**src/sv/rfo_pkg.sv**
```systemverilog
package rfo_pkg;

  localparam int MAX_GRID = 128;

  localparam int OP_W    = 2;
  localparam int COORD_W = 8;
  localparam int LEN_W   = 8;
  localparam int COLOR_W = 8;
  localparam int CFG_W   = 8;

  localparam logic [CFG_W-1:0]   GRID_RESET = 8'd128;
  localparam logic [COLOR_W-1:0] BG_CODE    = 8'd46;

  localparam logic [OP_W-1:0] OP_CLEAR   = 2'd0;
  localparam logic [OP_W-1:0] OP_FILL    = 2'd1;
  localparam logic [OP_W-1:0] OP_OUTLINE = 2'd2;
  localparam logic [OP_W-1:0] OP_READ    = 2'd3;

  localparam int SIDE_W = $clog2(MAX_GRID + 1);
  localparam int IDX_W  = $clog2(MAX_GRID);
  localparam int DEPTH  = MAX_GRID * MAX_GRID;
  localparam int ADDR_W = $clog2(DEPTH);
  // wide enough for x + w - 1 and for the active side
  localparam int SPAN_W = ((SIDE_W > COORD_W + 1) ? SIDE_W : COORD_W + 1) + 1;

  typedef struct packed {
    logic               we;
    logic               re;
    logic [ADDR_W-1:0]  addr;
    logic [COLOR_W-1:0] wdata;
  } mem_cmd_t;

  typedef struct packed {
    logic valid;
    logic in_grid;
  } rd_evt_t;

  // 1-based row and column to a row-major store address
  function automatic logic [ADDR_W-1:0] cell_addr(input logic [SPAN_W-1:0] row,
                                                  input logic [SPAN_W-1:0] col);
    logic [SPAN_W-1:0] r0;
    logic [SPAN_W-1:0] c0;
    r0 = row - SPAN_W'(1);
    c0 = col - SPAN_W'(1);
    return ADDR_W'(r0[IDX_W-1:0]) * ADDR_W'(MAX_GRID) + ADDR_W'(c0[IDX_W-1:0]);
  endfunction

endpackage

```
**src/sv/rfo_req_if.sv**
```systemverilog
interface rfo_req_if;
  import rfo_pkg::*;

  logic               valid;
  logic               ready;
  logic [OP_W-1:0]    req_type;
  logic [COORD_W-1:0] pos_x;
  logic [COORD_W-1:0] pos_y;
  logic [LEN_W-1:0]   rect_width;
  logic [LEN_W-1:0]   rect_height;
  logic [COLOR_W-1:0] paint_color;

  modport source (output valid, req_type, pos_x, pos_y, rect_width, rect_height,
                  paint_color, input ready);
  modport sink   (input valid, req_type, pos_x, pos_y, rect_width, rect_height,
                  paint_color, output ready);
endinterface

```
**src/sv/rfo_seq.sv**
```systemverilog
module rfo_seq (
  input  logic                      clk,
  input  logic                      rst,
  rfo_req_if.sink                   req,
  input  logic [rfo_pkg::SIDE_W-1:0] side,
  input  logic                      out_free,
  output rfo_pkg::mem_cmd_t         cmd,
  output rfo_pkg::rd_evt_t          rd
);
  import rfo_pkg::*;

  localparam logic [2:0] S_INIT  = 3'd0;
  localparam logic [2:0] S_IDLE  = 3'd1;
  localparam logic [2:0] S_PREP  = 3'd2;
  localparam logic [2:0] S_WALK  = 3'd3;
  localparam logic [2:0] S_READ  = 3'd4;
  localparam logic [2:0] S_RDONE = 3'd5;

  logic [2:0]         state;
  logic [2:0]         state_next;
  logic [ADDR_W-1:0]  init_addr;
  logic [SIDE_W-1:0]  walk_row;
  logic [SIDE_W-1:0]  walk_col;

  // captured transaction
  logic [OP_W-1:0]    op;
  logic [COORD_W-1:0] x;
  logic [COORD_W-1:0] y;
  logic [LEN_W-1:0]   w;
  logic [LEN_W-1:0]   h;
  logic [COLOR_W-1:0] color;

  // walk bounds
  logic [SPAN_W-1:0]  x_end;
  logic [SPAN_W-1:0]  y_end;
  logic [SIDE_W-1:0]  r_hi;
  logic [SIDE_W-1:0]  c_lo;
  logic [SIDE_W-1:0]  c_hi;
  logic               border_only;
  logic               rd_hit;

  logic [SPAN_W-1:0]  xs, ys, gs;
  logic [SPAN_W-1:0]  x_end_c, y_end_c;
  logic [SPAN_W-1:0]  p_r_lo, p_r_hi, p_c_lo, p_c_hi;
  logic               p_empty;
  logic [SPAN_W-1:0]  wr_s, wc_s;
  logic               on_border;
  logic               last_col, last_row;
  logic               rd_inside;
  logic               accept;

  assign accept    = req.valid && req.ready;
  assign req.ready = (state == S_IDLE);

  assign xs      = SPAN_W'(x);
  assign ys      = SPAN_W'(y);
  assign gs      = SPAN_W'(side);
  assign x_end_c = xs + SPAN_W'(w) - SPAN_W'(1);
  assign y_end_c = ys + SPAN_W'(h) - SPAN_W'(1);

  // clip the rectangle to the active square
  always_comb begin
    if (op == OP_CLEAR) begin
      p_r_lo  = SPAN_W'(1);
      p_c_lo  = SPAN_W'(1);
      p_r_hi  = gs;
      p_c_hi  = gs;
      p_empty = (side == '0);
    end else begin
      p_r_lo  = (ys == '0) ? SPAN_W'(1) : ys;
      p_c_lo  = (xs == '0) ? SPAN_W'(1) : xs;
      p_r_hi  = (y_end_c > gs) ? gs : y_end_c;
      p_c_hi  = (x_end_c > gs) ? gs : x_end_c;
      p_empty = (side == '0) || (w == '0) || (h == '0) ||
                (p_r_lo > p_r_hi) || (p_c_lo > p_c_hi);
    end
  end

  assign wr_s      = SPAN_W'(walk_row);
  assign wc_s      = SPAN_W'(walk_col);
  assign on_border = (wr_s == ys) || (wr_s == y_end) || (wc_s == xs) || (wc_s == x_end);
  assign last_col  = (walk_col == c_hi);
  assign last_row  = (walk_row == r_hi);
  assign rd_inside = (xs != '0) && (xs <= gs) && (ys != '0) && (ys <= gs);

  always_comb begin
    cmd.we    = 1'b0;
    cmd.re    = 1'b0;
    cmd.addr  = init_addr;
    cmd.wdata = BG_CODE;
    case (state)
      S_INIT: begin
        cmd.we = 1'b1;
      end
      S_WALK: begin
        cmd.we    = !border_only || on_border;
        cmd.addr  = cell_addr(wr_s, wc_s);
        cmd.wdata = color;
      end
      S_READ: begin
        cmd.re   = rd_inside;
        cmd.addr = cell_addr(ys, xs);
      end
      default: begin
        cmd.we = 1'b0;
      end
    endcase
  end

  always_comb begin
    state_next = state;
    case (state)
      S_INIT:  if (init_addr == ADDR_W'(DEPTH - 1)) state_next = S_IDLE;
      S_IDLE:  if (req.valid) state_next = (req.req_type == OP_READ) ? S_READ : S_PREP;
      S_PREP:  state_next = p_empty ? S_IDLE : S_WALK;
      S_WALK:  if (last_col && last_row) state_next = S_IDLE;
      S_READ:  state_next = S_RDONE;
      S_RDONE: if (out_free) state_next = S_IDLE;
      default: state_next = S_IDLE;
    endcase
  end

  assign rd.valid   = (state == S_RDONE) && out_free;
  assign rd.in_grid = rd_hit;

  always_ff @(posedge clk) begin
    if (rst) begin
      state     <= S_INIT;
      init_addr <= '0;
      walk_row  <= '0;
      walk_col  <= '0;
    end else begin
      state <= state_next;
      if (state == S_INIT) begin
        init_addr <= init_addr + ADDR_W'(1);
      end
      if (state == S_PREP && !p_empty) begin
        walk_row <= SIDE_W'(p_r_lo);
        walk_col <= SIDE_W'(p_c_lo);
      end
      if (state == S_WALK) begin
        if (last_col) begin
          walk_col <= c_lo;
          if (!last_row) begin
            walk_row <= walk_row + SIDE_W'(1);
          end
        end else begin
          walk_col <= walk_col + SIDE_W'(1);
        end
      end
    end
  end

  always_ff @(posedge clk) begin
    if (accept) begin
      op    <= req.req_type;
      x     <= req.pos_x;
      y     <= req.pos_y;
      w     <= req.rect_width;
      h     <= req.rect_height;
      color <= req.paint_color;
    end
    if (state == S_PREP) begin
      x_end       <= x_end_c;
      y_end       <= y_end_c;
      r_hi        <= SIDE_W'(p_r_hi);
      c_lo        <= SIDE_W'(p_c_lo);
      c_hi        <= SIDE_W'(p_c_hi);
      border_only <= (op == OP_OUTLINE);
      if (op == OP_CLEAR) begin
        color <= BG_CODE;
      end
    end
    if (state == S_READ) begin
      rd_hit <= rd_inside;
    end
  end
endmodule

```
**src/flat_wrapper.sv**
```systemverilog
// flat-port wrapper written by rule: the top's interface ports become plain ports
module rfo_seq_flat import rfo_pkg::*;
  (clk, rst, side, out_free, cmd, rd, req_valid, req_req_type, req_pos_x, req_pos_y, req_rect_width, req_rect_height, req_paint_color, req_ready);
  rfo_req_if req_i ();
  input  logic clk;
  input  logic rst;
  input  logic [rfo_pkg::SIDE_W-1:0] side;
  input  logic out_free;
  output rfo_pkg::mem_cmd_t cmd;
  output rfo_pkg::rd_evt_t rd;
  input wire logic [$bits(req_i.valid)-1:0] req_valid;
  input wire logic [$bits(req_i.req_type)-1:0] req_req_type;
  input wire logic [$bits(req_i.pos_x)-1:0] req_pos_x;
  input wire logic [$bits(req_i.pos_y)-1:0] req_pos_y;
  input wire logic [$bits(req_i.rect_width)-1:0] req_rect_width;
  input wire logic [$bits(req_i.rect_height)-1:0] req_rect_height;
  input wire logic [$bits(req_i.paint_color)-1:0] req_paint_color;
  output wire logic [$bits(req_i.ready)-1:0] req_ready;
  assign req_i.valid = req_valid;
  assign req_i.req_type = req_req_type;
  assign req_i.pos_x = req_pos_x;
  assign req_i.pos_y = req_pos_y;
  assign req_i.rect_width = req_rect_width;
  assign req_i.rect_height = req_rect_height;
  assign req_i.paint_color = req_paint_color;
  assign req_ready = req_i.ready;
  rfo_seq u_core (.clk(clk), .rst(rst), .req(req_i), .side(side), .out_free(out_free), .cmd(cmd), .rd(rd));
endmodule
```
**config.mk**
```make
export PLATFORM = sky130hd
export DESIGN_NAME = rfo_seq_flat
export DESIGN_NICKNAME = d
export VERILOG_FILES = /design/src/sv/rfo_pkg.sv /design/src/sv/rfo_req_if.sv /design/src/sv/rfo_seq.sv /design/src/flat_wrapper.sv
export SDC_FILE = /design/constraint.sdc
export NUM_CORES = 1
export LEC_CHECK = 0
export ABC_AREA = 1
export BUFFER_PORTS_ARGS = -buffer_cell sky130_fd_sc_hd__buf_2
export CAP_MARGIN = 5
export CORE_MARGIN = 4
export CORE_UTILIZATION = 45
export CTS_CLUSTER_DIAMETER = 50
export DETAILED_ROUTE_END_ITERATION = 7
export SLEW_MARGIN = 20
export SYNTH_ARGS = -nofsm -noshare
export SYNTH_HDL_FRONTEND = slang
export SYNTH_SLANG_ARGS = --single-unit
```
**constraint.sdc**
```tcl
create_clock -name clk -period 13.95 [get_ports clk]
set_clock_uncertainty 0.05 [all_clocks]
set_input_delay 0.6975 -clock clk [delete_from_list [all_inputs] [get_ports clk]]
set_output_delay 0.6975 -clock clk [all_outputs]
set_load 0.02 [all_outputs]
```
==> results of run 1 <==
[area by class of cell]
class	count	area [µm²]	area share
sequential	121	3223	0.3161
inverter	166	623.1	0.06111
timing repair buffer	83	422.9	0.04148
tap	265	331.6	0.03252
multi-input combinational	873	5032	0.4936
clock inverter	12	85.08	0.008345
clock buffer	20	478.0	0.04688
[metrics by stage]
step | worst slack, ps | utilization | hold WS [ps] | total power [mW]
floorplan | 9304 | - | 379.7 | 0.5725
global placement | 8670 | 0.4901 | 390.5 | 0.6209
detailed placement | 8604 | 0.4901 | 393.4 | 0.6235
CTS | 8606 | 0.5188 | 383.8 | 1.043
global route | 8028 | 0.5188 | 380.5 | 1.091
finish | 8557 | 0.5188 | 394.0 | 1.037
[power groups by stage]
stage / logic [mW] / registers, mW / clock network (mW)
3_3_place_gp: 0.184 / 0.437 / 0
4_1_cts: 0.187 / 0.430 / 0.425
2_1_floorplan: 0.143 / 0.429 / 0
6_report: 0.187 / 0.430 / 0.419
3_5_place_dp: 0.186 / 0.437 / 0
5_1_grt: 0.214 / 0.432 / 0.445
[sequential cells by signal, indices dropped and copies added (netlist names)]
signal,count
u_core.init_addr,14
u_core.x_end,10
u_core.y_end,10
u_core.c_hi,8
u_core.c_lo,8
u_core.color,8
u_core.h,8
u_core.r_hi,8
u_core.w,8
u_core.walk_col,8
u_core.walk_row,8
u_core.x,8
u_core.y,8
u_core.state,3
u_core.op,2
u_core.border_only,1
u_core.rd_hit,1
[routing by layer]
| layer | vias to the layer above | track usage |
|---|---|---|
| met3 | 32 | 0.04967 |
| met1 | 3621 | 0.3115 |
| li1 | 4103 | - |
| met2 | 285 | 0.3384 |
| met5 | - | 0 |
| met4 | 0 | 0.05398 |
[synth_stat cells (2+ instances only)]
library cell,number
nand2_1,276
nand4_1,36
a31oi_1,8
buf_2,9
or2_2,6
o21a_1,4
nand2_2,19
xor2_1,19
nand3_2,12
nand3_4,2
nor2_1,124
ha_1,71
o21ai_0,54
dfxtp_1,41
nand2_4,7
nor2_4,7
nor2_2,3
nand3b_1,4
clkbuf_1,29
inv_2,4
clkbuf_2,2
a21oi_1,51
and2_1,2
nand3_1,76
fa_1,2
xnor2_1,25
nor3_1,18
edfxtp_1,80
buf_4,2
o211ai_1,6
o21bai_1,2
inv_1,162
a211oi_1,6
nor4_1,11
a21o_1,2
o21ai_1,2
[worst paths after layout]
path / slack (ps) / cells past startpoint / endpoint / startpoint
worst max-delay path: 8560 / 32 / u_core.walk_col[7] / u_core.y[0]
worst min register to register: 400 / 2 / u_core.color[7] / u_core.color[7]
worst max register to register: 8560 / 32 / u_core.walk_col[7] / u_core.y[0]
worst min-delay path: 390 / 1 / u_core.w[0] / req_rect_width[0]
[critical path: cells and delay by family (launching register included)]
kind                     cells  cell delay [ps]
buffers and inverters        4              480
adder cells (fa/ha/maj)      4             1250
AO/OA/AOI/OAI                6             1070
AND/OR/NAND/NOR             18             1980
flip-flops                   1              440
[cells by family after synthesis]
group                    synth area share
adder cells (fa/ha/maj)            0.1023
AO/OA/AOI/OAI                     0.09020
flip-flops                         0.3553
XOR/XNOR                          0.04248
multiplexers                     0.001103
buffers and inverters             0.09088
AND/OR/NAND/NOR                    0.3178
==> flow_metrics.py, run 1 <==
metrics = {
    "final_layout": {
        "final_common_cell": "nand2_1",
        "nets": 1389,
        "syn2layout_area_growth_pct": 12.38,
        "finalInstanceArea_um2": 10200,
        "layout_common_cells": "276 x nand2_1, 162 x inv_1, 123 x nor2_1",
        "final_cells": 1540,
        "fill_cells": 1969,
        "n_antenna_cell": 0,
        "drive_above_1_share": 0.1459,
    },
    "clock_network": {
        "postCtsHoldBufs": 0,
        "ctsResizeCount": 0,
        "cts.clk_slew.worst_paths_ps": 60,
        "clk_latency_ps": 420,
        "cts.sinks": 121,
        "cts_max_level": 4,
        "clockBufferDepth": 2,
        "clockRootBuffer": "clkbuf_16",
        "cts_tree": "done",
        "cts_setup_buffers": 0,
        "numCtsBuffers": 17,
    },
    "worst_setup_path": {
        "end_kind": "register",
        "critPathMaxFanout": 15,
        "cp_slowest_stage_delay_ps": 440,
        "critical-path-slowest-cell": "edfxtp_1",
        "cpMostUsedCell": "nor2_1",
        "cp.arrival_ps": 5660,
        "startpoint_type": "register",
        "required_ps": 14210,
        "setup.worst_path.class": "register to register",
    },
    "route": {
        "via_per_inst": 5.221,
        "wl_met3_um": 1918,
        "drc_errors": 0,
        "vias": 8041,
        "drt_iter0_drc": 626,
        "post_drt_wl_per_cell_um": 15.76,
        "routed_wl_um": 24270,
        "drtPass1Iterations": 5,
        "routed.top_layer": "met4",
        "wl_met1_um": 11390,
        "ant_nets": 0,
        "wl_met2_um": 10590,
    },
    "sta": {
        "timing.final.crit_share": 0.3866,
        "worst_slew_pin_slew_ps": 931.7,
        "setup_viol": 0,
        "max_freq_ghz": 0.1854,
        "rsz0062_at_grt": "no",
        "slew_headroom": 0.3782,
        "hold_viol": 0,
        "period_minus_slack_ps": 5393,
        "finalSetupTns_ps": 0,
        "slew_violations": 0,
    },
    "place": {
        "dp_hpwl_um": 18530,
        "placedCellCount": 1508,
        "gp_congestion": 0.9092,
        "dpl_cell_area_um2": 9633,
        "io_buffers": 80,
    },
    "synthesis": {
        "synthFlopType": "edfxtp_1",
        "synth_top_cell_by_area": "edfxtp_1",
        "synth.top_cell.area_share": 0.2648,
        "ys_seq_area_frac": 0.3553,
        "ys_ff_latch": 121,
        "synthArstFlopShare": 0,
        "syn_area_um2": 9072,
        "ys.warnings.count": 0,
        "synth.top_cells.by_area": "edfxtp_1 26%, nand2_1 11%, ha_1 9.8%",
        "synth-edff-count": 80,
        "synth.distinct_cells": 57,
        "avgSynthCellArea_um2": 7.529,
        "synth_nets": 1332,
        "synthCells": 1205,
    },
    "floorplanning": {
        "dieArea_um2": 22500,
        "die_x_um": 150.0,
        "placementRows": 51,
        "die_h_um": 150.0,
        "core_um2": 19650,
        "start_util": 0.4616,
        "ios": 81,
    },
    "worst_hold_path": {
        "hold_path_class": "input pin to register",
    },
    "power": {
        "switchingPower_mw": 0.3074,
        "seq_power_share": 0.415,
        "powerDensity_nw_per_um2": 101.7,
        "vdd_drop_max_mv": 0.08150,
        "p_clk_frac": 0.404,
        "power.leakage_nw": 4.869,
        "switching_share": 0.2965,
        "internal_power_mw": 0.7293,
        "pwr-share-comb": 0.181,
    },
    "grt": {
        "grt-ovfl-total": 0,
        "grt_max_degree": 45,
        "grt_pass1_vias": 7424,
        "track_usage": 0.2189,
        "antenna_found_initial": 0,
        "grt_pass1_wl_um": 38160,
    },
    "run": {
        "max_cap_viol_count": 0,
    },
    "outcome": {
        "status": "finished clean",
    },
}
Note: power is estimated with default switching activity, not from simulation.
==> inputs of run 2 (changes only) <==
--- a/config.mk
+++ b/config.mk
@@ -12,6 +12,7 @@
 export CORE_UTILIZATION = 45
 export CTS_CLUSTER_DIAMETER = 50
 export DETAILED_ROUTE_END_ITERATION = 7
+export PLACE_DENSITY = 0.65
 export SLEW_MARGIN = 20
 export SYNTH_ARGS = -nofsm -noshare
 export SYNTH_HDL_FRONTEND = slang
==> constraint.sdc (replaced) <==
create_clock -name clk -period 4.7 [get_ports clk]
set_clock_uncertainty 0.05 [all_clocks]
set_input_delay 0.235 -clock clk [delete_from_list [all_inputs] [get_ports clk]]
set_output_delay 0.235 -clock clk [all_outputs]
set_load 0.02 [all_outputs]
==> run 2 against run 1 <==
Against the previous run: count of clock-buffer cells in the layout up 6; wire length up 5.2%; first-iteration DRC count down 0.64%; sequential cell count unchanged; combinational power rose to 3.7 times the previous value; non-clock buffer count up 110; design area up 12%; sequential power rose to 3.0 times the previous value; maximum frequency up 15%; via count up 7.0%; final cell count up 7.2%.
==> flow_metrics.py, run 2 (synthesis results as in run 1) <==
metrics = {
    "outcome": {
        "status": "finished clean",
    },
    "final_layout": {
        "largest_reg_flops": 14,
        "n_antenna_cell": 0,
        "regMostFlops": "u_core.init_addr",
        "final_common_cell": "nand2_1",
        "fill_cells": 1805,
        "multi_input_area_um2": 5335,
        "final_cells": 1651,
        "syn2layout_area_growth_pct": 26.22,
        "regArea_um2": 3223,
        "nets": 1500,
        "layout_common_cells": "254 x nand2_1, 156 x inv_1, 115 x nor2_1",
        "reg_top3": "u_core.init_addr (14), u_core.x_end (10), u_core.y_end (10)",
        "drive_above_1_share": 0.2287,
    },
    "grt": {
        "antenna_found_initial": 0,
        "grt_pass1_vias": 7878,
        "grt-ovfl-total": 0,
        "grt_pass1_wl_um": 39520,
        "track_usage": 0.2231,
        "grt_max_degree": 46,
    },
    "place": {
        "placedCellCount": 1572,
        "dp_hpwl_um": 18710,
        "gp_congestion": 0.9141,
        "io_buffers": 80,
    },
    "worst_setup_path": {
        "rr_worst_depth": 35,
        "critical-path-slowest-cell": "fa_2",
        "regToRegSetupSlack_ps": 10,
        "end_kind": "register",
        "setup.worst_path.class": "register to register",
        "r2r_end": "u_core.walk_row[0]",
        "cp.arrival_ps": 4950,
        "required_ps": 4970,
        "crit_start": "u_core.x[0]",
        "cp_slowest_stage_delay_ps": 590,
        "cpMostUsedCell": "nand2_1",
        "cp_num_buf_inv": 8,
        "crit_family": "simple AND/OR/NAND/NOR gates",
        "startpoint_type": "register",
        "crit_path_end": "u_core.walk_row[0]",
        "critPathMaxFanout": 8,
        "r2r_start": "u_core.x[0]",
        "crit_cells": 35,
    },
    "clock_network": {
        "cts.sinks": 121,
        "clockBufferDepth": 2,
        "cts_max_level": 4,
        "clk_latency_ps": 420,
        "numCtsBuffers": 17,
        "cts.clk_slew.worst_paths_ps": 60,
        "clockRootBuffer": "clkbuf_16",
        "cts_tree": "done",
    },
    "power": {
        "vdd_drop_max_mv": 0.2558,
        "powerDensity_nw_per_um2": 283.5,
        "power.leakage_nw": 5.414,
    },
    "floorplanning": {
        "core_um2": 19650,
        "dieArea_um2": 22500,
        "die_h_um": 150.0,
        "die_x_um": 150.0,
        "start_util": 0.4616,
        "placementRows": 51,
        "ios": 81,
    },
    "sta": {
        "worst_slew_pin_slew_ps": 933.6,
        "holdWs_ps": 43.59,
        "period_minus_slack_ps": 4686,
        "slew_headroom": 0.3761,
        "slew_violations": 0,
        "setup_viol": 0,
        "rsz0062_at_grt": "yes",
        "finalSetupTns_ps": 0,
        "hold_viol": 0,
        "timing.final.crit_share": 0.9969,
        "max_freq_ghz": 0.2134,
    },
    "route": {
        "post_drt_wl_per_cell_um": 15.46,
        "drtPass1Iterations": 5,
        "ant_nets": 0,
        "routed_wl_um": 25520,
        "via_per_inst": 5.211,
        "drt_iter0_drc": 622,
        "vias": 8604,
        "drc_errors": 0,
    },
    "run": {
        "max_cap_viol_count": 0,
    },
    "worst_hold_path": {
        "holdCritStartpoint": "req_paint_color[0]",
        "hold_path_class": "input pin to register",
    },
}
[run 2: cell types whose count changed in the layout (fill, tap and decap cells not counted), moves of 7 or more]
cell and delta:
buf_4 +70, nand2_1 -22, ha_1 -11, nor2_2 +7, nor2_1 -8, dlygate4sd3_1 +38
ha_4 +8, nand2_2 +20
[run 2: timing repair]
action / CTS / global route
endpoints found under the setup margin: 17 / 17
gates cloned: 1 / 1
resized for setup: 4 / 76
hold buffers: 38 / 0
hold endpoints to repair: 38 / 0
pin swaps: 2 / 20
setup buffers: 1 / 6
[run 2: cell type report]
type	instances	share of cell area
tap	265	0.02896
inverter	166	0.05463
timing repair buffer	193	0.1180
multi-input combinational	874	0.4659
sequential	121	0.2815
clock inverter	6	0.002732
clock buffer	26	0.04830
[run 2: metrics by stage]
stage / total power, mW / setup WS, ps / cell area, µm² / utilization
finish: 3.246 / 14.35 / 11450 / 0.5826
global route: 3.403 / -265.9 / 11450 / 0.5826
CTS: 3.201 / 10.78 / 11100 / 0.5646
detailed placement: 1.894 / -103.7 / 10110 / 0.5146
global placement: 1.882 / 11.89 / 10110 / 0.5146
floorplan: 1.699 / 54.29 / 9072 / -
[run 2: worst min path at each step]
stage                                  to  slack (ps)  cells past startpoint
after detailed placement      u_core.h[1]         360                      1
final                     u_core.color[0]          40                      3
after global placement        u_core.h[5]         360                      1
after CTS                 u_core.color[0]          30                      3
after global routing      u_core.color[4]          70                      3
after floorplan               u_core.h[0]         280                      0
[run 2: power breakdown]
group          total (mW)  leakage [nW]  switching, mW  internal [mW]
logic               0.697          4.06          0.408          0.288
clock network        1.28         0.296          0.475          0.807
registers            1.27          1.06         0.0432           1.22
total                3.25          5.41          0.926           2.32
[run 2: metal layers]
metal | vias to the layer above | GRT usage | wire (µm)
met5 | - | 0 | 0
met4 | 0 | 0.06587 | 525
met3 | 45 | 0.04603 | 1561
met2 | 281 | 0.3512 | 11460
met1 | 3962 | 0.3103 | 11980
li1 | 4316 | - | -
[run 2: worst reg2reg max path: cells and delay by family, from the launching register on]
kind | cells | cell delay, ps
compound gates | 4 | 430
simple gates | 18 | 1650
fa+ha+maj | 5 | 1560
flops | 1 | 390
buf+inv | 8 | 530
